`src/assert_macros.svh`:
```
// Assertion macros used by the RTL file poly_voice_allocator.sv of the voice allocator.
`ifndef ASSERT_MACROS_SVH
`define ASSERT_MACROS_SVH

`ifndef SYNTHESIS

// Same-cycle implication: whenever ante holds, cons must hold too.
`define ASSERT_IMPLY(name, clk, rst, ante, cons) \
  name: assert property (@(posedge clk) disable iff (rst) (ante) |-> (cons)) \
    else $error("implication assertion failed");

// Next-cycle implication: whenever ante holds, cons must hold in the next cycle.
`define ASSERT_NEXT(name, clk, rst, ante, cons) \
  name: assert property (@(posedge clk) disable iff (rst) (ante) |=> (cons)) \
    else $error("next-cycle assertion failed");

// The condition must never be true.
`define ASSERT_NEVER(name, clk, rst, cond) \
  name: assert property (@(posedge clk) disable iff (rst) !(cond)) \
    else $error("forbidden condition seen");

`else

`define ASSERT_IMPLY(name, clk, rst, ante, cons)
`define ASSERT_NEXT(name, clk, rst, ante, cons)
`define ASSERT_NEVER(name, clk, rst, cond)

`endif

`endif

```
`src/pva_pkg.sv`:
```
// Types, constants and helper functions of the polyphonic voice allocator.
`timescale 1ns / 1ps
`default_nettype none

package pva_pkg;

  // Voice pool size, result limit and the widths that follow from them.
  localparam int VOICES      = 8;
  localparam int VIDX_W      = (VOICES > 1) ? $clog2(VOICES) : 1;
  localparam int CNT_W       = $clog2(VOICES + 1);
  localparam int MAX_RESULTS = 8;
  localparam int RCNT_W      = $clog2(MAX_RESULTS + 1);

  // Command codes of an input event.
  localparam logic [1:0] CMD_NOTE_ON  = 2'd0;
  localparam logic [1:0] CMD_NOTE_OFF = 2'd1;

  // Action codes of a result.
  localparam logic ACT_START   = 1'b0;
  localparam logic ACT_RELEASE = 1'b1;

  // Register index decoded from the APB word address.
  localparam logic REG_POLY_MODE = 1'b0;

  // Lowest note of the pitch table.
  localparam logic [6:0] LOW_NOTE = 7'd24;

  // One input event.
  typedef struct packed {
    logic [1:0] cmd;
    logic [3:0] channel;
    logic [6:0] note;
    logic [6:0] velocity;
  } in_item_t;

  // One result.
  typedef struct packed {
    logic       action;
    logic [2:0] voice;
    logic [6:0] note_out;
    logic [6:0] freq_index;
    logic [4:0] level;
    logic       last;
  } out_item_t;

  // Operations the voice table carries out.
  typedef enum logic [2:0] {
    OP_NONE,
    OP_POLY_START,
    OP_POLY_RELEASE,
    OP_CHAN_START,
    OP_CHAN_RELEASE
  } vt_op_t;

  // Sequencer to voice table.
  typedef struct packed {
    vt_op_t            op;
    logic [VIDX_W-1:0] idx;
    logic [6:0]        note;
  } vt_ctrl_t;

  // Voice table to sequencer.
  typedef struct packed {
    logic              match;
    logic [VIDX_W-1:0] head_voice;
    logic [CNT_W-1:0]  count;
  } vt_stat_t;

  // Sequencer states.
  typedef enum logic [1:0] {
    ST_IDLE,
    ST_DECODE,
    ST_SCAN,
    ST_FLUSH
  } pva_state_t;

  // Ring position after p, wrapping at the pool size.
  function automatic logic [VIDX_W-1:0] next_pos(input logic [VIDX_W-1:0] p);
    next_pos = (p == VIDX_W'(VOICES - 1)) ? '0 : p + 1'b1;
  endfunction

  // Start result for a voice.
  function automatic out_item_t make_start(input logic [VIDX_W-1:0] v,
                                           input logic [6:0] note,
                                           input logic [6:0] vel);
    out_item_t r;
    r.action     = ACT_START;
    r.voice      = 3'(v);
    r.note_out   = note;
    r.freq_index = (note >= LOW_NOTE) ? note - LOW_NOTE : note;
    r.level      = vel[6:2];
    r.last       = 1'b1;
    make_start   = r;
  endfunction

  // Release result for a voice.
  function automatic out_item_t make_release(input logic [VIDX_W-1:0] v,
                                             input logic [6:0] note,
                                             input logic last);
    out_item_t r;
    r.action     = ACT_RELEASE;
    r.voice      = 3'(v);
    r.note_out   = note;
    r.freq_index = '0;
    r.level      = '0;
    r.last       = last;
    make_release = r;
  endfunction

endpackage

`default_nettype wire

```
`src/pva_voices.sv`:
```
// Voice table: per-voice note and busy state, the free-voice ring and the shared note comparator.
`timescale 1ns / 1ps
`default_nettype none

module pva_voices (
  input  wire logic            clk,
  input  wire logic            rst,
  input  wire pva_pkg::vt_ctrl_t ctrl,
  output pva_pkg::vt_stat_t    stat
);

  logic [pva_pkg::VIDX_W-1:0] free_ring [pva_pkg::VOICES];
  logic [pva_pkg::VIDX_W-1:0] ring_head;
  logic [pva_pkg::VIDX_W-1:0] ring_tail;
  logic [pva_pkg::CNT_W-1:0]  busy_count;
  logic [6:0]                 voice_note [pva_pkg::VOICES];
  logic [pva_pkg::VOICES-1:0] voice_busy;
  logic [pva_pkg::VIDX_W-1:0] head_voice;

  // The one comparator: does the selected voice sound the requested note?
  always_comb begin
    head_voice      = free_ring[ring_head];
    stat.match      = voice_busy[ctrl.idx] && (voice_note[ctrl.idx] == ctrl.note);
    stat.head_voice = head_voice;
    stat.count      = busy_count;
  end

  // Apply one table operation per cycle.
  always_ff @(posedge clk) begin
    if (rst) begin
      for (int i = 0; i < pva_pkg::VOICES; i++) begin
        free_ring[i]  <= pva_pkg::VIDX_W'(i);
        voice_note[i] <= '0;
      end
      voice_busy <= '0;
      ring_head  <= '0;
      ring_tail  <= '0;
      busy_count <= '0;
    end else begin
      case (ctrl.op)
        pva_pkg::OP_POLY_START: begin
          // Take the voice at the head; when all voices sound, the oldest is stolen.
          ring_head <= pva_pkg::next_pos(ring_head);
          if (busy_count >= pva_pkg::CNT_W'(pva_pkg::VOICES)) begin
            ring_tail <= pva_pkg::next_pos(ring_tail);
          end else begin
            busy_count <= busy_count + 1'b1;
          end
          voice_note[head_voice] <= ctrl.note;
          voice_busy[head_voice] <= 1'b1;
        end
        pva_pkg::OP_POLY_RELEASE: begin
          // Free the voice and return it to the tail of the ring.
          voice_busy[ctrl.idx] <= 1'b0;
          voice_note[ctrl.idx] <= '0;
          free_ring[ring_tail] <= ctrl.idx;
          ring_tail            <= pva_pkg::next_pos(ring_tail);
          if (busy_count != '0) begin
            busy_count <= busy_count - 1'b1;
          end
        end
        pva_pkg::OP_CHAN_START: begin
          voice_note[ctrl.idx] <= ctrl.note;
          voice_busy[ctrl.idx] <= 1'b1;
        end
        pva_pkg::OP_CHAN_RELEASE: begin
          voice_busy[ctrl.idx] <= 1'b0;
        end
        default: begin
        end
      endcase
    end
  end

endmodule

`default_nettype wire

```
`config.mk`:
```
export PLATFORM = sky130hd
export DESIGN_NAME = pva_voices
export DESIGN_NICKNAME = d
export VERILOG_FILES = /design/src/assert_macros.svh /design/src/pva_pkg.sv /design/src/pva_voices.sv
export SDC_FILE = /design/constraint.sdc
export NUM_CORES = 1
export LEC_CHECK = 0
export BUFFER_PORTS_ARGS = -buffer_cell sky130_fd_sc_hd__clkbuf_2
export CORE_MARGIN = 3
export CORE_UTILIZATION = 48
export CTS_BUF_LIST = sky130_fd_sc_hd__clkbuf_8
export CTS_CLUSTER_SIZE = 10
export DETAILED_ROUTE_END_ITERATION = 10
export PLACE_DENSITY = 0.62
export SETUP_SLACK_MARGIN = 0.05
export SLEW_MARGIN = 20
export SYNTH_ARGS = -nofsm -noshare
export SYNTH_HDL_FRONTEND = slang
export SYNTH_SLANG_ARGS = --single-unit
```
`constraint.sdc`:
```
create_clock -name clk -period 4.9 [get_ports clk]
set_clock_uncertainty 0.2 [all_clocks]
set_input_delay 0.98 -clock clk [delete_from_list [all_inputs] [get_ports clk]]
set_output_delay 0.98 -clock clk [all_outputs]
set_load 0.1 [all_outputs]
```
==> flow_summary_export.csv, run 1 <==
group,metric,value,unit
yosys,avgSynthCellArea,12.1,sq um
sta,fin_crit,4.36,ns
global_routing,grt_overflow,0,
yosys,synth_flop_cell,"edfxtp_1",
clock_tree,cts_tree,"done",
final_layout,most-common-layout-cells,"edfxtp_1 (80), nor2_1 (72), nand2_1 (24)",
power_and_ir_drop,p_clk_frac,0.347,
place,placed_cells,557,
power_and_ir_drop,power.leakage,1.97,nW
sta,worstMarginPinSlew,0.776,ns
min_path,hold_end,"ring_head[1]$_SDFFE_PP0P_",
clock_tree,htreeDepth,3,
sta,fin_hold_ws,0.322,ns
power_and_ir_drop,ir_worst_vdd,0.000178,V
min_path,worstHoldStart,"ring_head[1]$_SDFFE_PP0P_",
sta,fmax,0.229,GHz
sta,rsz0062_at_grt,"no",
min_path,worstHoldPathType,"register to register",
critical_path,cp_top_family,"multiplexers",
clock_tree,clock-sinks,101,
critical_path,critPathKind,"input pin to primary output",
critical_path,r2r_cells,6,
power_and_ir_drop,seqPwrFrac,0.543,
floorplan,die_y,107,um
yosys,netlist_instances,408,
clock_tree,ctsHoldBuffers,0,
place,place_ws,0.543,ns
run,drv_cap,0,
global_routing,grt_pass1_wl,17.5,mm
floorplan,core,9910,sq um
sta,drv_slew,0,
critical_path,rrSetupSlack,1.65,ns
power_and_ir_drop,powerDensity,324,nW/um^2
floorplan,start_util,0.498,
final_layout,final_cells,573,
route,dr_total_vias,3323,
critical_path,crit_buf_inv,2,
yosys,synth-seq-area-share,0.572,
clock_tree,clk_latency,0.36,ns
route,wl_per_cell,19.3,um
place,dp_hpwl,7.83,mm
critical_path,arrival,3.18,ns
route,dr.pass1.iters,5,
yosys,synth_seq_cells,101,
power_and_ir_drop,p_switching,0.425,mW
final_layout,final_util,0.554,
final_layout,nets,457,
critical_path,critPathRequiredTime,3.72,ns
place,numPortBuffers,22,
final_layout,final_common_cell,"edfxtp_1",
clock_tree,post_cts_buffers,0,
route,wirelength,11.1,mm
sta,setup_viol_count_final,0,
min_path,hold_depth,2,
route,drc,0,
critical_path,slowest_delay,0.47,ns
floorplan,std_cell_rows,36,
final_layout,synthToLayoutAreaGrowth,11.2,%
yosys,async_flop_share,0,
yosys,yosys_warnings,0,
floorplan,die_w,107,um
floorplan,die-area,11500,sq um
sta,setup_tns,0,ns
critical_path,path_depth,7,
global_routing,grt_pass1_vias,3235,
clock_tree,clk_path_buf_depth,2,
clock_tree,post_cts_resized,0,
clock_tree,cts_inserted_buffers,9,
power_and_ir_drop,combPwrFrac,0.110,
critical_path,end_kind,"primary output",
critical_path,path_cells,"clkbuf_2 > mux2_2 > mux4_2 > or3_1 > a211o_1 > nor4_4 > buf_12",
critical_path,start_kind,"input pin",
final_layout,layout-drive-gt1-share,0.191,
sta,hold_viol_final,0,
power_and_ir_drop,internal_power,1.35,mW
route,drtIter0Drc,253,
critical_path,path_max_fanout,4,
yosys,synth.distinct_cells,52,
critical_path,critPathSlowestCell,"mux4_2",
critical_path,reg2reg_to,"voice_note[6][0]$_SDFFCE_PN0P_",
yosys,synth_nets,430,
sta,fin_ws,0.540,ns
route,via_per_inst,5.80,
route,drtAntennaViolNets,0,
final_layout,fillers,848,
power_and_ir_drop,swShare,0.239,
yosys,synthesis.area,4940,sq um
global_routing,antenna_found_initial,0,
clock_tree,clk_pin_slew,0.09,ns
place,place_congestion,0.800,
yosys,synth_edf_count,80,
floorplan,io_pins,23,
final_layout,insertedDiodeCount,0,
sta,period_share,0.890,
sta,slew_headroom,0.478,
global_routing,grt_start_max_net_pins,23,
global_routing,grtUsageTotal,0.203,
run_status,outcome,"complete, no violations",
clock_tree,ctsRootBufferMaster,"clkbuf_8",
[layer usage]
layer / GRT usage / vias up / part of all wire
li1: - / 1565 / -
met5: 0 / - / 0
met4: 0.0739 / 0 / 0.018
met2: 0.335 / 116 / 0.49
met1: 0.278 / 1627 / 0.44
met3: 0.0258 / 15 / 0.045
[power by group through the flow]
stage / combinational, mW / clock, mW / sequential, mW
3_3_place_gp: 0.191 / 0 / 0.985
2_1_floorplan: 0.134 / 0 / 0.990
4_1_cts: 0.196 / 0.625 / 0.966
6_report: 0.195 / 0.617 / 0.966
5_1_grt: 0.211 / 0.663 / 0.969
3_5_place_dp: 0.195 / 0 / 0.986
[cells in the mapped netlist, types with 5 or more instances]
cell,count,share of area
a211oi_1,8,0.012
a21oi_1,9,0.0091
a221oi_1,10,0.018
and2_1,11,0.014
clkbuf_1,15,0.011
dfxtp_1,21,0.085
edfxtp_1,80,0.49
ha_1,6,0.015
inv_1,6,0.0046
mux2_2,11,0.025
mux2i_1,12,0.024
mux4_2,12,0.055
nand2_1,24,0.018
nand2b_1,18,0.023
nand4_1,8,0.010
nor2_1,72,0.055
nor2b_1,7,0.0089
nor3_1,8,0.0081
or2_2,6,0.0076
or3_1,5,0.0063
xnor2_1,5,0.0089
xor2_1,5,0.0089
[worst max path at each step]
stage | from | to | slack [ns]
2_1_floorplan | ctrl[8] | stat[7] | 0.11
3_3_place_gp | ctrl[8] | stat[7] | 0.56
3_5_place_dp | ctrl[8] | stat[7] | 0.54
4_1_cts | ctrl[8] | stat[7] | 0.54
5_1_grt | ctrl[7] | stat[7] | 0.47
6_report | ctrl[8] | stat[7] | 0.54
[flip-flops by register name (all words and copies together) (netlist names), named ones only]
name	flops
busy_count	4
voice_note	56
ring_head	3
ring_tail	3
free_ring	24
voice_busy	8
[worst min-delay path: stages (launching register included)]
cell,delay (ns)
dfxtp_1,0.33
nand2_1,0.05
a21oi_1,0.09
[through the flow]
step	instance area [sq um]	power (mW)
3_3_place_gp	5260	1.18
4_1_cts	5490	1.79
6_report	5490	1.78
5_1_grt	5490	1.84
2_1_floorplan	4950	1.12
3_5_place_dp	5260	1.18
[area by class of cell]
class                   instances  area, sq um  area share
clock buffers                   9          124      0.0226
clock inverters                 7          114      0.0207
inverters                       6         22.5     0.00410
multi-input cells             282         2020       0.368
flip-flops and latches        101         2820       0.514
well taps                     133          166      0.0303
repair buffers                 35          223      0.0405
[kinds of logic (layout without fill, tap and decap cells)]
| logic type | after synthesis | count (layout) | share of synthesized area |
|---|---|---|---|
| XOR/XNOR | 10 | 10 | 0.0177 |
| AND/OR/NAND/NOR | 179 | 179 | 0.180 |
| adder cells (fa/ha/maj) | 7 | 7 | 0.0193 |
| multiplexers | 40 | 40 | 0.122 |
| flip-flops | 101 | 101 | 0.572 |
| AO/OA/AOI/OAI | 46 | 46 | 0.0676 |
| buffers and inverters | 25 | 57 | 0.0210 |
(Power assumes the default switching activity.)
==> run 2, diff against run 1 <==
--- a/config.mk
+++ b/config.mk
@@ -5,13 +5,13 @@
 export SDC_FILE = /design/constraint.sdc
 export NUM_CORES = 1
 export LEC_CHECK = 0
-export BUFFER_PORTS_ARGS = -buffer_cell sky130_fd_sc_hd__clkbuf_2
 export CORE_MARGIN = 3
 export CORE_UTILIZATION = 48
 export CTS_BUF_LIST = sky130_fd_sc_hd__clkbuf_8
 export CTS_CLUSTER_SIZE = 10
 export DETAILED_ROUTE_END_ITERATION = 10
-export PLACE_DENSITY = 0.62
+export DONT_BUFFER_PORTS = 1
+export PLACE_DENSITY = 0.6
 export SETUP_SLACK_MARGIN = 0.05
 export SLEW_MARGIN = 20
 export SYNTH_ARGS = -nofsm -noshare
==> constraint.sdc (replaced) <==
create_clock -name clk -period 4.78 [get_ports clk]
set_clock_uncertainty 0.2 [all_clocks]
set_input_delay 0.956 -clock clk [delete_from_list [all_inputs] [get_ports clk]]
set_output_delay 0.956 -clock clk [all_outputs]
set_load 0.1 [all_outputs]
==> flow_summary_export.csv, run 2 (synthesis gave the netlist of run 1 again) <==
group,metric,value,unit
final_layout,final_util,0.533,
power_and_ir_drop,combPwrFrac,0.090,
clock_tree,clock-sinks,101,
power_and_ir_drop,p_switching,0.418,mW
route,dr.pass1.iters,4,
route,dr_total_vias,3137,
route,drc,0,
floorplan,start_util,0.498,
floorplan,std_cell_rows,36,
critical_path,arrival,3.01,ns
global_routing,grt_start_max_net_pins,38,
floorplan,io_pins,23,
sta,period_share,0.871,
critical_path,critPathSlowestCell,"mux4_2",
sta,drv_slew,0,
clock_tree,post_cts_resized,0,
critical_path,critPathRequiredTime,3.62,ns
power_and_ir_drop,power.leakage,1.83,nW
route,wl_per_cell,20.0,um
critical_path,path_max_fanout,29,
route,wirelength,10.8,mm
critical_path,critPathLaunch,"ctrl[8]",
clock_tree,cts_inserted_buffers,9,
final_layout,layout-drive-gt1-share,0.132,
min_path,worstHoldPathType,"register to register",
clock_tree,clk_latency,0.36,ns
critical_path,critPathKind,"input pin to primary output",
global_routing,grtUsageTotal,0.200,
final_layout,reg_top3,"voice_note (56), free_ring (24), voice_busy (8)",
run,drv_cap,0,
clock_tree,post_cts_buffers,0,
final_layout,most-common-layout-cells,"edfxtp_1 (80), nor2_1 (71), nand2_1 (24)",
final_layout,nets,426,
min_path,worstHoldStart,"ring_head[2]$_SDFFE_PP0P_",
power_and_ir_drop,swShare,0.240,
floorplan,die_w,107,um
sta,hold_viol_final,0,
sta,rsz0062_at_grt,"no",
place,place_congestion,0.782,
clock_tree,ctsRootBufferMaster,"clkbuf_8",
floorplan,die-area,11500,sq um
global_routing,grt_pass1_wl,17.3,mm
floorplan,die_y,107,um
power_and_ir_drop,seqPwrFrac,0.574,
final_layout,top_register,"voice_note",
route,via_per_inst,5.79,
critical_path,slowest_delay,0.46,ns
clock_tree,clk_pin_slew,0.09,ns
sta,slew_headroom,0.275,
route,drtIter0Drc,193,
sta,fmax,0.240,GHz
global_routing,grt_overflow,0,
place,dp_hpwl,7.47,mm
power_and_ir_drop,ir_worst_vdd,0.000174,V
final_layout,largest_reg_flops,56,
critical_path,end_kind,"primary output",
clock_tree,cts_tree,"done",
sta,setup_viol_count_final,0,
final_layout,insertedDiodeCount,0,
place,numPortBuffers,0,
final_layout,synthToLayoutAreaGrowth,6.89,%
global_routing,antenna_found_initial,0,
critical_path,path_cells,"mux2_2 > mux4_2 > or3_1 > a211o_1 > nor4_4 > buf_4",
floorplan,core,9910,sq um
power_and_ir_drop,p_clk_frac,0.336,
critical_path,start_kind,"input pin",
sta,fin_crit,4.16,ns
run_status,outcome,"complete, no violations",
critical_path,rrSetupSlack,1.06,ns
final_layout,final_common_cell,"edfxtp_1",
sta,worstMarginPinSlew,1.09,ns
power_and_ir_drop,powerDensity,330,nW/um^2
sta,fin_hold_ws,0.287,ns
clock_tree,clk_path_buf_depth,2,
sta,setup_tns,0,ns
clock_tree,htreeDepth,3,
route,drtAntennaViolNets,0,
power_and_ir_drop,internal_power,1.33,mW
clock_tree,ctsHoldBuffers,0,
global_routing,grt_pass1_vias,3157,
==> run 2: cell count changes in the layout (fill, tap and decap cells not counted) <==
cell and delta:
nor2_2 +1, clkinv_2 +1, nor2_1 -1, buf_12 -1, clkbuf_2 -21, bufinv_16 -1, clkinv_4 +1, clkinvlp_4 -1
buf_4 -9
==> run 2: layout make-up <==
cell class | instances | area (sq um)
fill | 881 | 4630
timing repair buffer | 4 | 30.0
inverter | 6 | 22.5
multi-input combinational | 282 | 2020
clock inverter | 7 | 90.1
tap | 133 | 166
clock buffer | 9 | 124
sequential | 101 | 2820
==> run 2: critical path, delay by kind of cell <==
family	cells	cell delay, ns
muxes	2	0.77
AOI/OAI and AO/OA	1	0.33
and+or+nand+nor	2	0.61
buffers and inverters	1	0.33
==> run 2: power by group through the flow <==
stage	Clock, mW	Sequential (mW)	Combinational, mW
after global placement	0	1.02	0.155
after CTS	0.597	1.00	0.158
after floorplan	0	1.01	0.137
final	0.586	1.00	0.157
after global routing	0.627	1.00	0.170
after detailed placement	0	1.02	0.158
==> run 2: metrics by stage <==
| step | cells | power [mW] | area (sq um) | setup WS, ns |
|---|---|---|---|---|
| after global routing | 542 | 1.80 | 5280 | 0.571 |
| after CTS | 542 | 1.76 | 5280 | 0.616 |
| after detailed placement | 526 | 1.18 | 5060 | 0.617 |
| final | 542 | 1.74 | 5280 | 0.619 |
| after global placement | 526 | 1.18 | 5060 | 0.639 |
| after floorplan | 408 | 1.15 | 4950 | 0.0517 |
==> run 2: routing by layer <==
layer / up-vias / track usage / wire (um)
li1: 1505 / - / -
met1: 1558 / 0.247 / 4600
met2: 59 / 0.356 / 5690
met3: 15 / 0.0384 / 390
met4: 0 / 0.0622 / 163
met5: - / 0 / 0
==> run 2: final timing paths <==
check	to	depth (start not counted)
min reg2reg	ring_head[2]$_SDFFE_PP0P_	2
max	stat[7]	6
min	ring_head[2]$_SDFFE_PP0P_	2
max reg2reg	voice_note[6][6]$_SDFFCE_PN0P_	5
==> run 3, diff against run 2 <==
--- a/config.mk
+++ b/config.mk
@@ -7,7 +7,7 @@
 export LEC_CHECK = 0
 export CORE_MARGIN = 3
 export CORE_UTILIZATION = 48
-export CTS_BUF_LIST = sky130_fd_sc_hd__clkbuf_8
+export CTS_BUF_LIST = sky130_fd_sc_hd__clkbuf_16
 export CTS_CLUSTER_SIZE = 10
 export DETAILED_ROUTE_END_ITERATION = 10
 export DONT_BUFFER_PORTS = 1
==> flow_summary_export.csv, run 3 (synthesis gave the netlist of run 1 again) <==
group,metric,value,unit
run_status,outcome,"complete, no violations",
clock_tree,cts_tree,"done",
route,drc,0,
sta,setup_viol_count_final,0,
run,drv_cap,0,
clock_tree,clk_latency,0.34,ns
critical_path,path_cells,"mux2_2 > mux4_2 > or3_1 > a211o_1 > nor4_4 > buf_4",
sta,drv_slew,0,
global_routing,grtUsageTotal,0.201,
sta,worstMarginPinSlew,1.09,ns
global_routing,grt_start_max_net_pins,38,
sta,hold_viol_final,0,
critical_path,path_max_fanout,29,
place,place_congestion,0.782,
clock_tree,clk_pin_slew,0.07,ns
sta,period_share,0.869,
sta,slew_headroom,0.274,
critical_path,arrival,3.00,ns
route,drtIter0Drc,179,
clock_tree,post_cts_buffers,0,
clock_tree,post_cts_resized,0,
floorplan,std_cell_rows,36,
sta,setup_tns,0,ns
route,dr.pass1.iters,4,
final_layout,most-common-layout-cells,"edfxtp_1 (80), nor2_1 (71), nand2_1 (24)",
route,drtAntennaViolNets,0,
min_path,worstHoldPathType,"register to register",
clock_tree,ctsHoldBuffers,0,
route,dr_total_vias,3169,
power_and_ir_drop,power.leakage,1.87,nW
critical_path,critPathSlowestCell,"mux4_2",
critical_path,start_kind,"input pin",
final_layout,nets,426,
route,wl_per_cell,20.2,um
critical_path,critPathKind,"input pin to primary output",
final_layout,layout-drive-gt1-share,0.132,
place,dp_hpwl,7.47,mm
floorplan,die_y,107,um
global_routing,antenna_found_initial,0,
critical_path,critPathRequiredTime,3.62,ns
power_and_ir_drop,powerDensity,359,nW/um^2
global_routing,grt_overflow,0,
clock_tree,clock-sinks,101,
final_layout,insertedDiodeCount,0,
final_layout,reg_top3,"voice_note (56), free_ring (24), voice_busy (8)",
clock_tree,htreeDepth,3,
sta,rsz0062_at_grt,"no",
clock_tree,cts_inserted_buffers,9,
floorplan,die_w,107,um
final_layout,synthToLayoutAreaGrowth,8.94,%
global_routing,grt_pass1_wl,17.4,mm
final_layout,final_common_cell,"edfxtp_1",
global_routing,grt_pass1_vias,3188,
critical_path,cp_top_family,"multiplexers",
floorplan,start_util,0.498,
route,wirelength,11.0,mm
sta,fin_crit,4.15,ns
route,via_per_inst,5.85,
power_and_ir_drop,power,1.93,mW
critical_path,crit_buf_inv,1,
critical_path,slowest_delay,0.46,ns
critical_path,end_kind,"primary output",
power_and_ir_drop,ir_worst_vdd,0.000269,V
clock_tree,ctsRootBufferMaster,"clkbuf_16",
floorplan,io_pins,23,
place,numPortBuffers,0,
clock_tree,clk_path_buf_depth,2,
floorplan,die-area,11500,sq um
floorplan,core,9910,sq um
final_layout,largest_reg_flops,56,
final_layout,top_register,"voice_note",
sta,fmax,0.241,GHz
==> run 3: cell counts in the layout (fill, tap and decap cells not counted) <==
Identical to the previous run, type by type.
==> run 3: routing by layer <==
layer,global-route usage,part of all wire,vias to the layer above
met2,0.357,0.52,84
met4,0.0586,0.016,0
met5,0,0,-
met3,0.0396,0.045,17
li1,-,-,1512
met1,0.248,0.42,1556
==> run 3: worst paths after layout <==
path / end / slack [ns] / from / cells past startpoint
setup reg to reg: voice_note[6][2]$_SDFFCE_PN0P_ / 1.10 / register / 5
setup / recovery: stat[7] / 0.63 / ctrl[8] / 6
hold / removal: ring_head[2]$_SDFFE_PP0P_ / 0.28 / ring_head[2]$_SDFFE_PP0P_ / 2
hold reg to reg: ring_head[2]$_SDFFE_PP0P_ / 0.28 / ring_head[2]$_SDFFE_PP0P_ / 2
==> run 3: power by group <==
part	leakage [nW]	internal (mW)	switching, mW
clock network	0.154	0.456	0.314
logic	0.763	0.0568	0.100
registers	0.955	0.977	0.0247
total	1.87	1.49	0.440
==> run 3: metrics by stage <==
| stage | instances | hold WS, ns | utilization | cell area, sq um | setup slack [ns] |
|---|---|---|---|---|---|
| 2_1_floorplan | 408 | 0.254 | - | 4950 | 0.0517 |
| 3_3_place_gp | 526 | 0.264 | 0.511 | 5060 | 0.639 |
| 3_5_place_dp | 526 | 0.273 | 0.511 | 5060 | 0.617 |
| 4_1_cts | 542 | 0.282 | 0.543 | 5380 | 0.616 |
| 5_1_grt | 542 | 0.306 | 0.543 | 5380 | 0.571 |
| 6_report | 542 | 0.284 | 0.543 | 5380 | 0.626 |
==> run 3: final cells by class <==
| type | count | area (sq um) |
|---|---|---|
| well taps | 133 | 166 |
| inverters | 6 | 22.5 |
| fillers | 867 | 4530 |
| repair buffers | 4 | 30.0 |
| clock buffers | 9 | 225 |
| multi-input cells | 282 | 2020 |
| clock inverters | 7 | 90.1 |
| flip-flops and latches | 101 | 2820 |
==> run 3: worst register-to-register path: stages, from the launching register on <==
cell      delay, ns
dfxtp_1        0.66
mux2_2         0.41
mux4_2         0.81
a21oi_2        0.32
nand4_1        0.42
nand2b_1       0.53
